[config.mk]
export PLATFORM = sky130hd
export DESIGN_NAME = blocking_average_error
export DESIGN_NICKNAME = d
export VERILOG_FILES = /design/src/design/bae_pkg.sv /design/src/design/bae_div.sv /design/src/design/bae_sqrt.sv /design/src/design/blocking_average_error.sv
export VERILOG_INCLUDE_DIRS = /design/src /design/src/design
export SDC_FILE = /design/constraint.sdc
export NUM_CORES = 2
export LEC_CHECK = 0
export ABC_AREA = 0
export BUFFER_PORTS_ARGS = -buffer_cell sky130_fd_sc_hd__buf_2
export CAP_MARGIN = 25
export CORE_MARGIN = 5
export CORE_UTILIZATION = 55
export CTS_CLUSTER_DIAMETER = 30
export CTS_CLUSTER_SIZE = 10
export DETAILED_ROUTE_END_ITERATION = 6
export PLACE_DENSITY_LB_ADDON = 0.08
export SLEW_MARGIN = 25
export SYNTH_ARGS = -nofsm -noshare
export SYNTH_HDL_FRONTEND = slang
export SYNTH_SLANG_ARGS = --single-unit
[constraint.sdc]
create_clock -name clock -period 11.7 [get_ports clock]
set_input_delay 3.51 -clock clock [delete_from_list [all_inputs] [get_ports clock]]
set_output_delay 3.51 -clock clock [all_outputs]
set_load 0.02 [all_outputs]
[src/design/blocking_average_error_macros.svh]
// Assertion macros shared by the blocking average error design.
`ifndef BLOCKING_AVERAGE_ERROR_MACROS_SVH
`define BLOCKING_AVERAGE_ERROR_MACROS_SVH

// Same-cycle implication, checked at every rising clock edge outside reset.
`define BAE_ASSERT_IMP(label, clk, rst, ante, cons) \
   label: assert property (@(posedge clk) disable iff (rst) (ante) |-> (cons)) \
      else $error("blocking average error: property failed");

// Next-cycle implication, checked at every rising clock edge outside reset.
`define BAE_ASSERT_NXT(label, clk, rst, ante, cons) \
   label: assert property (@(posedge clk) disable iff (rst) (ante) |=> (cons)) \
      else $error("blocking average error: property failed");

`endif

[src/design/bae_pkg.sv]
// Types, constants and helper functions of the blocking average error design.
`default_nettype none

package bae_pkg;

   localparam int Q16_BITS = 16;
   localparam logic [Q16_BITS-1:0] Q16_HALF = 16'h8000;
   localparam int CSR_DATA_BITS = 16;
   localparam int CSR_INDEX_BITS = 2;

   localparam int DIV_NUM_BITS = 64;
   localparam int DIV_DEN_BITS = 48;
   localparam int DIV_CNT_BITS = $clog2(DIV_NUM_BITS + 1);

   localparam int SQRT_RAD_BITS = 64;
   localparam int SQRT_ROOT_BITS = SQRT_RAD_BITS / 2;
   localparam int SQRT_REM_BITS = SQRT_ROOT_BITS + 2;
   localparam int SQRT_CNT_BITS = $clog2(SQRT_ROOT_BITS + 1);

   typedef enum logic [CSR_INDEX_BITS-1:0] {
      CSR_BLOCK_LENGTH = 2'd0,
      CSR_BLOCK_COUNT  = 2'd1,
      CSR_MODE         = 2'd2
   } csr_index_type;

   typedef enum logic [4:0] {
      S_IDLE,
      S_ACC,
      S_MEAN_GO,
      S_MEAN_WAIT,
      S_UPD,
      S_MSQ,
      S_RMEAN_GO,
      S_RMEAN_WAIT,
      S_A_LO,
      S_A_HI,
      S_B,
      S_DIFF,
      S_DEN,
      S_Q_GO,
      S_Q_WAIT,
      S_ROOT_GO,
      S_ROOT_WAIT,
      S_OUT
   } bae_state_type;

   // Status of an iterative arithmetic unit; done pulses for one cycle.
   typedef struct packed {
      logic busy;
      logic done;
   } unit_status_type;

   function automatic logic [Q16_BITS-1:0] sat16(input logic [DIV_NUM_BITS-1:0] value);
      logic [Q16_BITS-1:0] result;
      begin
         if (|value[DIV_NUM_BITS-1:Q16_BITS]) begin
            result = '1;
         end else begin
            result = value[Q16_BITS-1:0];
         end
         return result;
      end
   endfunction

endpackage

`default_nettype wire

[src/design/bae_div.sv]
// Restoring unsigned divider, one quotient bit per cycle.
`default_nettype none

module bae_div
   import bae_pkg::*;
(
   input  wire logic                    clock,
   input  wire logic                    reset,
   input  wire logic                    start,
   input  wire logic [DIV_NUM_BITS-1:0] num,
   input  wire logic [DIV_DEN_BITS-1:0] den,
   output logic      [DIV_NUM_BITS-1:0] quot,
   output unit_status_type              status
);

   logic [DIV_NUM_BITS-1:0] quot_ff, quot_in;
   logic [DIV_DEN_BITS-1:0] rem_ff, rem_in;
   logic [DIV_DEN_BITS-1:0] den_ff, den_in;
   logic [DIV_CNT_BITS-1:0] count_ff, count_in;
   logic                    done_ff, done_in;
   logic [DIV_DEN_BITS:0]   rem_shift;
   logic [DIV_DEN_BITS:0]   rem_diff;
   logic                    take;

   assign rem_shift = {rem_ff, quot_ff[DIV_NUM_BITS-1]};
   assign rem_diff  = rem_shift - {1'b0, den_ff};
   assign take      = rem_shift >= {1'b0, den_ff};

   always_comb begin
      quot_in  = quot_ff;
      rem_in   = rem_ff;
      den_in   = den_ff;
      count_in = count_ff;
      done_in  = 1'b0;
      if (start) begin
         quot_in  = num;
         rem_in   = '0;
         den_in   = den;
         count_in = DIV_CNT_BITS'(DIV_NUM_BITS);
      end else if (count_ff != '0) begin
         quot_in  = {quot_ff[DIV_NUM_BITS-2:0], take};
         rem_in   = take ? rem_diff[DIV_DEN_BITS-1:0] : rem_shift[DIV_DEN_BITS-1:0];
         count_in = count_ff - DIV_CNT_BITS'(1);
         done_in  = (count_ff == DIV_CNT_BITS'(1));
      end
   end

   always_ff @(posedge clock) begin
      if (reset) begin
         count_ff <= '0;
         done_ff  <= 1'b0;
      end else begin
         count_ff <= count_in;
         done_ff  <= done_in;
      end
   end

   always_ff @(posedge clock) begin
      quot_ff <= quot_in;
      rem_ff  <= rem_in;
      den_ff  <= den_in;
   end

   assign quot        = quot_ff;
   assign status.busy = (count_ff != '0);
   assign status.done = done_ff;

endmodule

`default_nettype wire

[src/design/bae_sqrt.sv]
// Digit-by-digit integer square root, one root bit per cycle.
`default_nettype none

module bae_sqrt
   import bae_pkg::*;
(
   input  wire logic                      clock,
   input  wire logic                      reset,
   input  wire logic                      start,
   input  wire logic [SQRT_RAD_BITS-1:0]  rad,
   output logic      [SQRT_ROOT_BITS-1:0] root,
   output unit_status_type                status
);

   logic [SQRT_RAD_BITS-1:0]   rad_ff, rad_in;
   logic [SQRT_ROOT_BITS-1:0]  root_ff, root_in;
   logic [SQRT_REM_BITS-1:0]   rem_ff, rem_in;
   logic [SQRT_CNT_BITS-1:0]   count_ff, count_in;
   logic                       done_ff, done_in;
   logic [SQRT_REM_BITS+1:0]   rem_shift;
   logic [SQRT_REM_BITS+1:0]   trial;
   logic [SQRT_REM_BITS+1:0]   rem_diff;
   logic                       take;

   assign rem_shift = {rem_ff, rad_ff[SQRT_RAD_BITS-1 -: 2]};
   assign trial     = {2'b00, root_ff, 2'b01};
   assign rem_diff  = rem_shift - trial;
   assign take      = rem_shift >= trial;

   always_comb begin
      rad_in   = rad_ff;
      root_in  = root_ff;
      rem_in   = rem_ff;
      count_in = count_ff;
      done_in  = 1'b0;
      if (start) begin
         rad_in   = rad;
         root_in  = '0;
         rem_in   = '0;
         count_in = SQRT_CNT_BITS'(SQRT_ROOT_BITS);
      end else if (count_ff != '0) begin
         rad_in   = {rad_ff[SQRT_RAD_BITS-3:0], 2'b00};
         root_in  = {root_ff[SQRT_ROOT_BITS-2:0], take};
         rem_in   = take ? rem_diff[SQRT_REM_BITS-1:0] : rem_shift[SQRT_REM_BITS-1:0];
         count_in = count_ff - SQRT_CNT_BITS'(1);
         done_in  = (count_ff == SQRT_CNT_BITS'(1));
      end
   end

   always_ff @(posedge clock) begin
      if (reset) begin
         count_ff <= '0;
         done_ff  <= 1'b0;
      end else begin
         count_ff <= count_in;
         done_ff  <= done_in;
      end
   end

   always_ff @(posedge clock) begin
      rad_ff  <= rad_in;
      root_ff <= root_in;
      rem_ff  <= rem_in;
   end

   assign root        = root_ff;
   assign status.busy = (count_ff != '0);
   assign status.done = done_ff;

endmodule

`default_nettype wire

[src/design/blocking_average_error.sv]
// Top level of the blocking (batch means) average and standard error estimator.
//
//   Channel   Ports                                       Direction  Handshake
//   request   req_valid, req_stall, req_sample            in         valid / stall
//   response  rsp_valid, rsp_stall, rsp_* results         out        valid / stall
//   csr       csr_valid, csr_ready, csr_index, csr_data   in         valid / ready
//
// Samples that do not close a block stream in at one request per cycle; a request
// is held in the sample register and added to the block sum in the cycle after.
// A request that closes a block stalls requests until the closing sequence has
// run (a shorter one for the first block, which has no error term). Its length
// is set by the shared divider, which produces one quotient bit per cycle over up
// to three 64-bit divisions, and by the 32-step square root. A result still held
// in the output register lengthens the stall.
// Reset restores block length 100, block count 100 and mode 0 and clears all sums.
// A finished result waits in the output register while new requests are taken.
`default_nettype none
`include "blocking_average_error_macros.svh"

module blocking_average_error
   import bae_pkg::*;
#(
   parameter int SAMPLE_BITS = 16
)
(
   input  wire logic                      clock,
   input  wire logic                      reset,

   input  wire logic                      req_valid,
   output logic                           req_stall,
   input  wire logic [SAMPLE_BITS-1:0]    req_sample,

   output logic                           rsp_valid,
   input  wire logic                      rsp_stall,
   output logic [31:0]                    rsp_samples_done,
   output logic [Q16_BITS-1:0]            rsp_running_mean,
   output logic [Q16_BITS-1:0]            rsp_std_error,
   output logic [15:0]                    rsp_block_number,
   output logic                           rsp_last_block,

   input  wire logic                      csr_valid,
   output logic                           csr_ready,
   input  wire logic [CSR_INDEX_BITS-1:0] csr_index,
   input  wire logic [CSR_DATA_BITS-1:0]  csr_data
);

   // Configuration registers.
   logic [15:0] block_length_ff, block_length_in;
   logic [15:0] block_count_ff, block_count_in;
   logic        mode_ff, mode_in;

   // Running state of the estimator.
   bae_state_type state_ff, state_in;
   logic [31:0]  block_sum_ff, block_sum_in;
   logic [15:0]  block_fill_ff, block_fill_in;
   logic [15:0]  blocks_done_ff, blocks_done_in;
   logic [31:0]  mean_sum_ff, mean_sum_in;
   logic [47:0]  mss_ff, mss_in;

   // Working registers of the closing sequence.
   logic [Q16_BITS-1:0] sample_ff, sample_in;
   logic [Q16_BITS-1:0] mean_ff, mean_in;
   logic [Q16_BITS-1:0] rmean_ff, rmean_in;
   logic [Q16_BITS-1:0] err_ff, err_in;
   logic [31:0]         sdone_ff, sdone_in;
   logic [63:0]         acc_ff, acc_in;
   logic [63:0]         diff_ff, diff_in;
   logic [63:0]         prod_ff, prod_in;

   // Result register.
   logic                rsp_valid_ff, rsp_valid_in;
   logic [31:0]         rsp_samples_done_ff;
   logic [Q16_BITS-1:0] rsp_running_mean_ff;
   logic [Q16_BITS-1:0] rsp_std_error_ff;
   logic [15:0]         rsp_block_number_ff;
   logic                rsp_last_block_ff;

   logic [Q16_BITS-1:0] req_q16;
   logic                req_fire;
   logic                csr_fire;
   logic                rsp_load;
   logic [15:0]         len;
   logic                run_over;
   logic [15:0]         fill_inc;
   logic                closes;
   logic [Q16_BITS-1:0] abs_dev;
   logic [Q16_BITS-1:0] term;
   logic [32:0]         mean_num;
   logic [32:0]         rmean_num;
   logic [64:0]         sub_ab;

   // Shared multiplier and its operand selection.
   logic [31:0] mult_a;
   logic [31:0] mult_b;
   logic [63:0] mult_p;

   // Shared divider and square root.
   logic                      div_start;
   logic [DIV_NUM_BITS-1:0]   div_num;
   logic [DIV_DEN_BITS-1:0]   div_den;
   logic [DIV_NUM_BITS-1:0]   div_quot;
   unit_status_type           div_status;
   logic                      sqrt_start;
   logic [SQRT_ROOT_BITS-1:0] sqrt_root;
   unit_status_type           sqrt_status;

   // Bring the sample to Q0.16 by dropping low bits or appending zeros.
   generate
      if (SAMPLE_BITS >= Q16_BITS) begin : g_trunc
         assign req_q16 = req_sample[SAMPLE_BITS-1 -: Q16_BITS];
      end else begin : g_extend
         assign req_q16 = {req_sample, {(Q16_BITS-SAMPLE_BITS){1'b0}}};
      end
   endgenerate

   // A block length of zero behaves as one.
   assign len      = (block_length_ff == '0) ? 16'd1 : block_length_ff;
   assign run_over = (blocks_done_ff >= block_count_ff);
   assign fill_inc = block_fill_ff + 16'd1;
   // The block also closes when the fill count wraps around to zero.
   assign closes   = (fill_inc >= len) || (fill_inc == '0);

   assign abs_dev  = (sample_ff >= Q16_HALF) ? (sample_ff - Q16_HALF) : (Q16_HALF - sample_ff);
   assign mult_p   = {32'b0, mult_a} * {32'b0, mult_b};
   assign term     = mode_ff ? mult_p[2*Q16_BITS-1:Q16_BITS] : sample_ff;

   // Rounded-half-up numerators of the two mean divisions.
   assign mean_num  = {1'b0, block_sum_ff} + {18'b0, len[15:1]};
   assign rmean_num = {1'b0, mean_sum_ff} + {18'b0, blocks_done_ff[15:1]};
   assign sub_ab    = {1'b0, acc_ff} - {1'b0, prod_ff};

   // A request is taken when idle, or while accumulating if the held sample will
   // not close a block (or is ignored because all blocks are done).
   assign req_stall = !((state_ff == S_IDLE) ||
                        ((state_ff == S_ACC) && (run_over || !closes)));
   assign req_fire  = req_valid && !req_stall;
   assign rsp_load  = (state_ff == S_OUT) && (!rsp_valid_ff || !rsp_stall);
   assign csr_ready = 1'b1;
   assign csr_fire  = csr_valid && csr_ready;

   // Next state.
   always_comb begin
      state_in = state_ff;
      case (state_ff)
         S_IDLE: begin
            if (req_fire) state_in = S_ACC;
         end
         S_ACC: begin
            if (!run_over && closes) begin
               state_in = S_MEAN_GO;
            end else if (!req_fire) begin
               state_in = S_IDLE;
            end
         end
         S_MEAN_GO:   state_in = S_MEAN_WAIT;
         S_MEAN_WAIT: begin
            if (div_status.done) state_in = S_UPD;
         end
         S_UPD:       state_in = S_MSQ;
         S_MSQ:       state_in = S_RMEAN_GO;
         S_RMEAN_GO:  state_in = S_RMEAN_WAIT;
         S_RMEAN_WAIT: begin
            if (div_status.done) begin
               state_in = (blocks_done_ff == 16'd1) ? S_OUT : S_A_LO;
            end
         end
         S_A_LO:      state_in = S_A_HI;
         S_A_HI:      state_in = S_B;
         S_B:         state_in = S_DIFF;
         S_DIFF:      state_in = S_DEN;
         S_DEN:       state_in = S_Q_GO;
         S_Q_GO:      state_in = S_Q_WAIT;
         S_Q_WAIT: begin
            if (div_status.done) state_in = S_ROOT_GO;
         end
         S_ROOT_GO:   state_in = S_ROOT_WAIT;
         S_ROOT_WAIT: begin
            if (sqrt_status.done) state_in = S_OUT;
         end
         S_OUT: begin
            if (rsp_load) state_in = S_IDLE;
         end
         default:     state_in = S_IDLE;
      endcase
   end

   // Datapath control for each step of the sequence.
   always_comb begin
      block_sum_in   = block_sum_ff;
      block_fill_in  = block_fill_ff;
      blocks_done_in = blocks_done_ff;
      mean_sum_in    = mean_sum_ff;
      mss_in         = mss_ff;
      sample_in      = sample_ff;
      mean_in        = mean_ff;
      rmean_in       = rmean_ff;
      err_in         = err_ff;
      sdone_in       = sdone_ff;
      acc_in         = acc_ff;
      diff_in        = diff_ff;
      prod_in        = prod_ff;
      mult_a         = '0;
      mult_b         = '0;
      div_start      = 1'b0;
      div_num        = '0;
      div_den        = '0;
      sqrt_start     = 1'b0;
      if (req_fire) sample_in = req_q16;
      case (state_ff)
         S_ACC: begin
            // The multiplier squares the deviation from one half in mode one.
            mult_a = 32'(abs_dev);
            mult_b = 32'(abs_dev);
            if (!run_over) begin
               block_sum_in  = block_sum_ff + 32'(term);
               block_fill_in = closes ? 16'd0 : fill_inc;
            end
         end
         S_MEAN_GO: begin
            div_start    = 1'b1;
            div_num      = DIV_NUM_BITS'(mean_num);
            div_den      = DIV_DEN_BITS'(len);
            block_sum_in = '0;
         end
         S_MEAN_WAIT: begin
            if (div_status.done) mean_in = sat16(div_quot);
         end
         S_UPD: begin
            blocks_done_in = blocks_done_ff + 16'd1;
            mean_sum_in    = mean_sum_ff + 32'(mean_ff);
            mult_a         = 32'(mean_ff);
            mult_b         = 32'(mean_ff);
            prod_in        = mult_p;
         end
         S_MSQ: begin
            mss_in  = mss_ff + prod_ff[47:0];
            mult_a  = 32'(blocks_done_ff);
            mult_b  = 32'(len);
            prod_in = mult_p;
         end
         S_RMEAN_GO: begin
            sdone_in  = prod_ff[31:0];
            div_start = 1'b1;
            div_num   = DIV_NUM_BITS'(rmean_num);
            div_den   = DIV_DEN_BITS'(blocks_done_ff);
         end
         S_RMEAN_WAIT: begin
            if (div_status.done) begin
               rmean_in = sat16(div_quot);
               err_in   = '0;
            end
         end
         S_A_LO: begin
            // n times the square sum, low word first.
            mult_a  = mss_ff[31:0];
            mult_b  = 32'(blocks_done_ff);
            prod_in = mult_p;
         end
         S_A_HI: begin
            acc_in  = prod_ff;
            mult_a  = 32'(mss_ff[47:32]);
            mult_b  = 32'(blocks_done_ff);
            prod_in = mult_p;
         end
         S_B: begin
            acc_in  = acc_ff + {prod_ff[31:0], 32'b0};
            mult_a  = mean_sum_ff;
            mult_b  = mean_sum_ff;
            prod_in = mult_p;
         end
         S_DIFF: begin
            diff_in = sub_ab[64] ? (prod_ff - acc_ff) : sub_ab[63:0];
            mult_a  = 32'(blocks_done_ff);
            mult_b  = 32'(blocks_done_ff);
            prod_in = mult_p;
         end
         S_DEN: begin
            // n squared times (n - 1) fits in 48 bits.
            mult_a  = prod_ff[31:0];
            mult_b  = 32'(blocks_done_ff - 16'd1);
            prod_in = mult_p;
         end
         S_Q_GO: begin
            div_start = 1'b1;
            div_num   = diff_ff;
            div_den   = prod_ff[DIV_DEN_BITS-1:0];
         end
         S_ROOT_GO: begin
            sqrt_start = 1'b1;
         end
         S_ROOT_WAIT: begin
            if (sqrt_status.done) err_in = sat16(DIV_NUM_BITS'(sqrt_root));
         end
         default: begin
         end
      endcase
   end

   assign rsp_valid_in = rsp_load || (rsp_valid_ff && rsp_stall);

   // Configuration writes.
   always_comb begin
      block_length_in = block_length_ff;
      block_count_in  = block_count_ff;
      mode_in         = mode_ff;
      if (csr_fire) begin
         case (csr_index)
            CSR_BLOCK_LENGTH: block_length_in = csr_data;
            CSR_BLOCK_COUNT:  block_count_in  = csr_data;
            CSR_MODE:         mode_in         = csr_data[0];
            default: begin
            end
         endcase
      end
   end

   always_ff @(posedge clock) begin
      if (reset) begin
         state_ff        <= S_IDLE;
         block_length_ff <= 16'd100;
         block_count_ff  <= 16'd100;
         mode_ff         <= 1'b0;
         block_sum_ff    <= '0;
         block_fill_ff   <= '0;
         blocks_done_ff  <= '0;
         mean_sum_ff     <= '0;
         mss_ff          <= '0;
         rsp_valid_ff    <= 1'b0;
      end else begin
         state_ff        <= state_in;
         block_length_ff <= block_length_in;
         block_count_ff  <= block_count_in;
         mode_ff         <= mode_in;
         block_sum_ff    <= block_sum_in;
         block_fill_ff   <= block_fill_in;
         blocks_done_ff  <= blocks_done_in;
         mean_sum_ff     <= mean_sum_in;
         mss_ff          <= mss_in;
         rsp_valid_ff    <= rsp_valid_in;
      end
   end

   always_ff @(posedge clock) begin
      sample_ff <= sample_in;
      mean_ff   <= mean_in;
      rmean_ff  <= rmean_in;
      err_ff    <= err_in;
      sdone_ff  <= sdone_in;
      acc_ff    <= acc_in;
      diff_ff   <= diff_in;
      prod_ff   <= prod_in;
      if (rsp_load) begin
         rsp_samples_done_ff <= sdone_ff;
         rsp_running_mean_ff <= rmean_ff;
         rsp_std_error_ff    <= err_ff;
         rsp_block_number_ff <= blocks_done_ff;
         rsp_last_block_ff   <= (blocks_done_ff == block_count_ff);
      end
   end

   bae_div u_div (
      .clock  (clock),
      .reset  (reset),
      .start  (div_start),
      .num    (div_num),
      .den    (div_den),
      .quot   (div_quot),
      .status (div_status)
   );

   bae_sqrt u_sqrt (
      .clock  (clock),
      .reset  (reset),
      .start  (sqrt_start),
      .rad    (div_quot),
      .root   (sqrt_root),
      .status (sqrt_status)
   );

   assign rsp_valid        = rsp_valid_ff;
   assign rsp_samples_done = rsp_samples_done_ff;
   assign rsp_running_mean = rsp_running_mean_ff;
   assign rsp_std_error    = rsp_std_error_ff;
   assign rsp_block_number = rsp_block_number_ff;
   assign rsp_last_block   = rsp_last_block_ff;

   // A result only appears after the output step of the sequence.
   `BAE_ASSERT_IMP(a_rsp_from_out, clock, reset, $rose(rsp_valid_ff), $past(state_ff) == S_OUT)
   // The shared units are never restarted in the middle of an operation.
   `BAE_ASSERT_IMP(a_div_free, clock, reset, div_start, !div_status.busy)
   `BAE_ASSERT_IMP(a_sqrt_free, clock, reset, sqrt_start, !sqrt_status.busy)
   // A started division is running in the following cycle.
   `BAE_ASSERT_NXT(a_div_runs, clock, reset, div_start, div_status.busy)
   // The block counter never wraps, so the running mean never divides by zero.
   `BAE_ASSERT_IMP(a_n_nonzero, clock, reset, state_ff == S_MSQ, blocks_done_ff != '0)

endmodule

`default_nettype wire
# [Yosys cells after proc, flatten, opt, wreduce, memory -nomap -nowiden]
# Cells that the tools add are included.
[word_totals] output_inout_bits=84 wordCells=176 in_bits=39 reg_bits=857
[classes] n_mux=39 n_eq_ne=31 mul=1 n_bitwise=3 magnitude_cmp=5 n_reduce_logical=45 add_sub_neg=17
[ops] operator="64-bit two-way mux" n=5
[ops] operator="32-bit case mux with 7 select lines" n=1
[ops] operator="32-bit case mux with 6 select lines" n=1
[ops] operator="64-bit case mux with 3 select lines" n=1
[ops] operator="48-bit case mux with 3 select lines" n=1
[ops] operator="16-bit two-way mux" n=8
[ops] operator="64-bit case mux with 2 select lines" n=1
[ops] operator="5-bit case mux with 18 select lines" n=1
[ops] operator="32-bit by 15-bit adder with 33-bit output" n=2
[ops] operator="64-bit by 64-bit subtractor with 65-bit output" n=1
[ops] operator="32-bit by 16-bit adder with 32-bit output" n=2
[ops] operator="64-bit adder" n=1
[ops] operator="32-bit by 32-bit multiplier with 64-bit output" n=1
[ops] operator="32-bit case mux with 2 select lines" n=1
[ops] operator="64-bit subtractor" n=1
[ops] operator="49-bit by 48-bit greater-or-equal comparator with 1-bit output" n=1
[ops] operator="48-bit adder" n=1
[ops] operator="48-bit two-way mux" n=1
[ops] operator="48-bit OR reduction" n=1
[ops] operator="48-bit subtractor" n=1
[ops] operator="5-bit two-way mux" n=9
[ops] operator="5-bit by 4-bit == test with 1-bit output, second input constant" n=8
[ops] operator="36-bit by 34-bit greater-or-equal comparator with 1-bit output" n=1
[ops] operator="34-bit two-way mux" n=1
[ops] operator="44 further kinds" n=89

# [Logic depth before layout (Yosys ltp)]
[depth] word_depth=12 depth_mapped=48 ltp_nobuf=46

# [Modules after synthesis]
# A second synthesis with hierarchy kept.
[unflattened] cells_unflattened=9970 area_unflattened_um2=88167.1
[by_module_without_submodules] module="blocking_average_error" cells_per_inst=8212 n_inst=1 seq_area_each_um2=14744.1 area_per_inst_um2=70916.8
[by_module_without_submodules] module="bae_div" cells_per_inst=955 n_inst=1 seq_area_each_um2=4484.3 area_per_inst_um2=9715.6
[by_module_without_submodules] module="bae_sqrt" cells_per_inst=803 n_inst=1 seq_area_each_um2=3383.2 area_per_inst_um2=7534.7

# [Worst setup path after synthesis]
# OpenSTA, ideal clock, no wires.
[synth_timing] kind="register -> register" from="register state_ff[0]" to="register block_sum_ff[31]" n_path_buf=3 t_required_ns=11.630 path_stages_with_launch=45 setup_slack_ns=0.029 arrival_ns=11.601 synth_period_minus_slack_ns=11.671 setup_time_ns=0.070 cell_sequence="dfxtp_1 clkbuf_1 nor2b_1 nand2_1 nor3_1 clkbuf_1 a22oi_1 nand4_1 clkbuf_1 nand2_1 fa_1 inv_1 fa_1 inv_1 fa_1 fa_1 inv_1 fa_1 (+9 left out) o21ai_0 o21ai_0 a21o_1 a21oi_1 nor2b_1 o21ai_0 a211oi_1 mux2_2 ha_1 a21oi_1 nor2b_1 a211oi_1 o31a_1 nor2b_1 o211a_1 nand2_1 or3_1 a21oi_1"
[synth_via] elab_chain_cells=8 elab_cells_between_ends=21 cone_classes="add/sub: 1; mul: 1; eq/ne: 10; mux: 5; reduce/logical: 4"
[synth_rtl] element="start, declared" line_no="blocking_average_error.sv:53" text="bae_state_type state_ff, state_in;"
[synth_rtl] element="start signal, assigned" line_no="blocking_average_error.sv:330" text="state_ff <= state_in;"
[synth_rtl] element="5-bit by 4-bit == test with 1-bit output / 5-bit by 3-bit == test with 1-bit output (equally long branches)" line_no="blocking_average_error.sv:209" text="case (state_ff)"
[synth_rtl] element="3-bit OR reduction (no source line) / 2-bit OR reduction (equally long branches)"
[synth_rtl] element="32-bit case mux with 6 select lines / 32-bit case mux with 7 select lines (equally long branches)" line_no="blocking_average_error.sv:209"
[synth_rtl] element="32-bit by 32-bit multiplier with 64-bit output (*)" line_no="blocking_average_error.sv:124" text="assign mult_p = {32'b0, mult_a} * {32'b0, mult_b};"
[synth_rtl] element="via mult_p[23]" line_no="blocking_average_error.sv:95" text="logic [63:0] mult_p;"
[synth_rtl] element="16-bit two-way mux (*)" line_no="blocking_average_error.sv:125" text="assign term = mode_ff ? mult_p[2*Q16_BITS-1:Q16_BITS] : sample_ff;"
[synth_rtl] element="32-bit by 16-bit adder with 32-bit output (*)" line_no="blocking_average_error.sv:215" text="block_sum_in = block_sum_ff + 32'(term);"
[synth_rtl] element="32-bit two-way mux (*)" line_no="blocking_average_error.sv:214" text="if (!run_over) begin"
[synth_rtl] element="32-bit case mux with 2 select lines (*)" line_no="blocking_average_error.sv:209"
[synth_rtl] element="end signal, assigned" line_no="blocking_average_error.sv:334" text="block_sum_ff <= block_sum_in;"
[synth_rtl] element="end, declared" line_no="blocking_average_error.sv:54" text="logic [31:0] block_sum_ff, block_sum_in;"
# The timed path passes the listed nets; every way through them passes the cells marked *. The select of a mux whose other input is x is not followed.
# A chain may end at the register's enable or synchronous reset.

# [Worst setup path in the final report]
[layout_timing] from="register sample_ff[3]" to="register block_sum_ff[31]"
[layout_via] elab_chain_cells=8 elab_cells_between_ends=11 cone_classes="add/sub: 3; mul: 1; order compare: 1; mux: 6"
[layout_rtl] element="start, declared" line_no="blocking_average_error.sv:61" text="logic [Q16_BITS-1:0] sample_ff, sample_in;"
[layout_rtl] element="start signal, assigned" line_no="blocking_average_error.sv:344" text="sample_ff <= sample_in;"
[layout_rtl] element="16-bit subtractor / 16-bit greater-or-equal comparator (equally long branches)" line_no="blocking_average_error.sv:123" text="assign abs_dev = (sample_ff >= Q16_HALF) ? (sample_ff - Q16_HALF) : (Q16_HALF - sample_ff);"
[layout_rtl] element="16-bit two-way mux (*)" line_no="blocking_average_error.sv:123"
[layout_rtl] element="32-bit case mux with 7 select lines / 32-bit case mux with 6 select lines (equally long branches)" line_no="blocking_average_error.sv:209"
[layout_rtl] element="32-bit by 32-bit multiplier with 64-bit output (*)" line_no="blocking_average_error.sv:124"
[layout_rtl] element="via mult_p[28]" line_no="blocking_average_error.sv:95"
[layout_rtl] element="16-bit two-way mux (*)" line_no="blocking_average_error.sv:125"
[layout_rtl] element="32-bit by 16-bit adder with 32-bit output (*)" line_no="blocking_average_error.sv:215"
[layout_rtl] element="32-bit two-way mux (*)" line_no="blocking_average_error.sv:214"
[layout_rtl] element="32-bit case mux with 2 select lines (*)" line_no="blocking_average_error.sv:209"
# Marked as above.

==> impl_metrics.tcl <==
set metrics [dict create \
    fillers 13600 \
    placementRows 145 \
    design_area_um2 96400 \
    slew_violations 0 \
    cp.required_ns 12.41 \
    path_class "flip-flop to flip-flop" \
    yosys-top-cells-area "fa_1 (21%), edfxtp_1 (19%), ha_1 (9.5%), dfxtp_1 (7.2%), nand2_1 (6.6%)" \
    p_per_area_nw_per_um2 138 \
    syn_avg_cell_area_um2 8.80 \
    hold_viol_final 0 \
    path_max_fanout 15 \
    coreArea_um2 156000 \
    routed_via_density 6.04 \
    place_ws_ns 0.124 \
    finalNonFillerCells 12100 \
    hold_buffers 0 \
    dieArea_um2 165000 \
    drc 4 \
    syn-num-nets 11400 \
    drt_iter0_drc 7197 \
    ioPinCount 123 \
    drive_above_1_share 0.0869 \
    end_kind "flip-flop" \
    nets 11500 \
    finalWorstSetupSlack_ns 0.207 \
    failed_checks "design-rule violations" \
    critPathLaunchType "flip-flop" \
    die_x_um 406 \
    finalCritPeriodShare 0.982 \
    syn_inst 9826 \
    cp-endpoint "block_sum_ff[31]" \
    grt_use_total 0.369 \
    htree_levels 4 \
    slew-limit-headroom 0.250 \
    yosysMostFrequentCell "nand2_1" \
    finClkSkew_ns 0.0542 \
    antenna_found_initial 13 \
    status "finished with violations" \
    wl_um 306000 \
    peakVddDrop_mv 0.205 \
    postPlaceCellArea_um2 90000 \
    yosys.area.top_type "fa_1" \
    drv_cap 0 \
    yosys_warnings 0 \
    cts-root-buf "clkbuf_16" \
    vias 73300 \
    rsz0062_at_grt "false" \
    cpPeakStageDelay_ns 0.67 \
    rr_endpoint "block_sum_ff[31]" \
    cts_buffer_depth 3 \
    numCtsBuffers 184 \
    cts_tree "yes" \
    grt-ovfl-total 0 \
    grt_pass1_wl_um 457000 \
    area_delta_synth_final_pct 11.6 \
    reg2reg_slack_ns 0.21 \
    syn_area_um2 86400 \
    async_flop_share 0 \
    crit_top_cell "fa_1" \
    period_needed_ns 11.49 \
    place.gp.congestion 1.07 \
    wire_per_inst_um 25.2 \
    hp-class "flip-flop to flip-flop" \
    cts.clk_slew.worst_paths_ns 0.05 \
    critPathLaunch "sample_ff[3]" \
    grt_pass1_vias 72700 \
    first_pass_iters 7 \
    slowest_stage "a222oi_1" \
    synth_common_cells "nand2_1 (1527), inv_1 (1298), fa_1 (905)" \
    tightest_slew_ns 1.11 \
    cp.arrival_ns 12.20 \
    start_util 0.553 \
    portBuffers 121 \
    synthFlopType "edfxtp_1" \
    fmax_mhz 87.0 \
    power.total_mw 13.3 \
    reg2reg_from "sample_ff[3]" \
    grt_max_degree 99 \
    dpl.hpwl_um 244000 \
    yosys_register_bits 857 \
    synth.top_cell.area_share 0.210 \
    postRouteAntennaNets 0 \
    synth_cell_type_count 95 \
    clock-sinks 857 \
    clk_latency_ns 0.81 \
    place_inst 11800 \
    synth_seq_area_share 0.262 \
    p_leak_nw 43.5 \
    reg2regPathDepth 36 \
    synth_edf_count 545 \
    fp.dieH_um 406 \
    setup_viol 0 \
]
metrics by stage:
stage,setup TNS (ns),utilization,hold slack (ns)
detailed placement,0,0.576,0.405
floorplan,0,-,0.400
global route,0,0.617,0.419
CTS,0,0.617,0.416
global placement,-0.129,0.576,0.402
finish,0,0.617,0.416
worst max-delay path: cells and delay by family, from the launching register on:
family	cells	cell delay (ns)
fa+ha+maj	10	4.97
compound gates	10	2.74
simple gates	9	1.78
buf+inv	4	0.76
flops	1	0.43
xor+xnor	2	0.37
mux	1	0.32
repair_timing:
action / 4_1_cts / 5_1_grt
resized for setup: 0 / 21
buffers inserted: 0 / 3
endpoints found under the setup margin: 0 / 25
worst min path at each step:
| stage | startpoint | end | slack (ns) | cells past startpoint |
|---|---|---|---|---|
| 6_report | err_ff[1] | rsp_std_error[1] | 0.42 | 0 |
| 5_1_grt | err_ff[1] | rsp_std_error[1] | 0.42 | 0 |
| 4_1_cts | sdone_ff[3] | rsp_samples_done[3] | 0.42 | 0 |
| 3_5_place_dp | sdone_ff[3] | rsp_samples_done[3] | 0.40 | 0 |
| 3_3_place_gp | sdone_ff[13] | rsp_samples_done[13] | 0.40 | 0 |
| 2_1_floorplan | rmean_ff[0] | rsp_running_mean[0] | 0.40 | 0 |
layout by cell type (no fill, tap or decap), types with 23 or more instances in the layout:
master     Yosys  final
nand2_1     1527   1521
inv_1       1298   1298
fa_1         905    905
nor2_1       831    823
ha_1         655    654
a21oi_1      638    631
edfxtp_1     545    545
o21ai_0      366    363
dfxtp_1      312    310
buf_4          7    284
xnor2_1      244    244
a21o_1       224    222
clkbuf_16      0    185
xor2_1       180    180
nor3_1       160    151
nand3_1      146    146
buf_2         31    120
nand4_1       95     95
o21bai_1      77     77
a211oi_1      81     73
nand2b_1      73     73
nor2b_1       64     64
and3_1        61     61
mux2i_1       58     58
and2_1        55     54
a31oi_1       52     52
o21a_1        45     45
a22oi_1       43     43
a22o_1        41     41
a222oi_1      41     41
nor4_1        43     39
o211ai_1      30     30
clkinv_4       0     29
inv_6          0     28
clkinv_2       0     28
and4_1        28     27
or2_2         27     27
o31ai_1       26     26
or3_1         23     23
sequential cells by signal (all words and copies together) (netlist names), 32 cells and up:
register / count
u_sqrt.rad_ff: 64
u_sqrt.root: 32
u_div.den_ff: 48
mss_ff: 48
diff_ff: 64
rsp_samples_done: 32
acc_ff: 64
block_sum_ff: 32
sdone_ff: 32
prod_ff: 64
u_sqrt.rem_ff: 34
u_div.quot: 64
mean_sum_ff: 32
u_div.rem_ff: 48
layer usage:
metal	track usage	wire length [um]
met5	0	66
met4	0.207	20400
met3	0.0835	27700
met2	0.576	137000
met1	0.476	121000
power breakdown:
group | internal [mW] | switching (mW)
Clock | 3.33 | 1.86
Combinational | 1.58 | 2.30
Sequential | 3.87 | 0.402
Total | 8.79 | 4.56
logic make-up (layout without fill, tap and decap cells):
family | Yosys count | after routing | synth area share
compound gates | 1887 | 1887 | 0.140
xor+xnor | 424 | 424 | 0.0430
fa+ha+maj | 1560 | 1560 | 0.304
buf+inv | 1813 | 2058 | 0.0798
flops | 857 | 857 | 0.262
mux | 80 | 80 | 0.00958
other cells | 1 | 6 | 0.0000434
simple gates | 3204 | 3204 | 0.162
layout make-up:
class                   count  area, um2  area share
diodes                      5       12.5    0.000130
multi-input cells        7156      57200       0.593
clock inverters           139       1520      0.0158
well taps                2058       2570      0.0267
repair buffers            409       2820      0.0292
clock buffers             210       4770      0.0495
flip-flops and latches    857      22600       0.235
inverters                1300       4880      0.0506
Power figures use the tool's default switching activity.
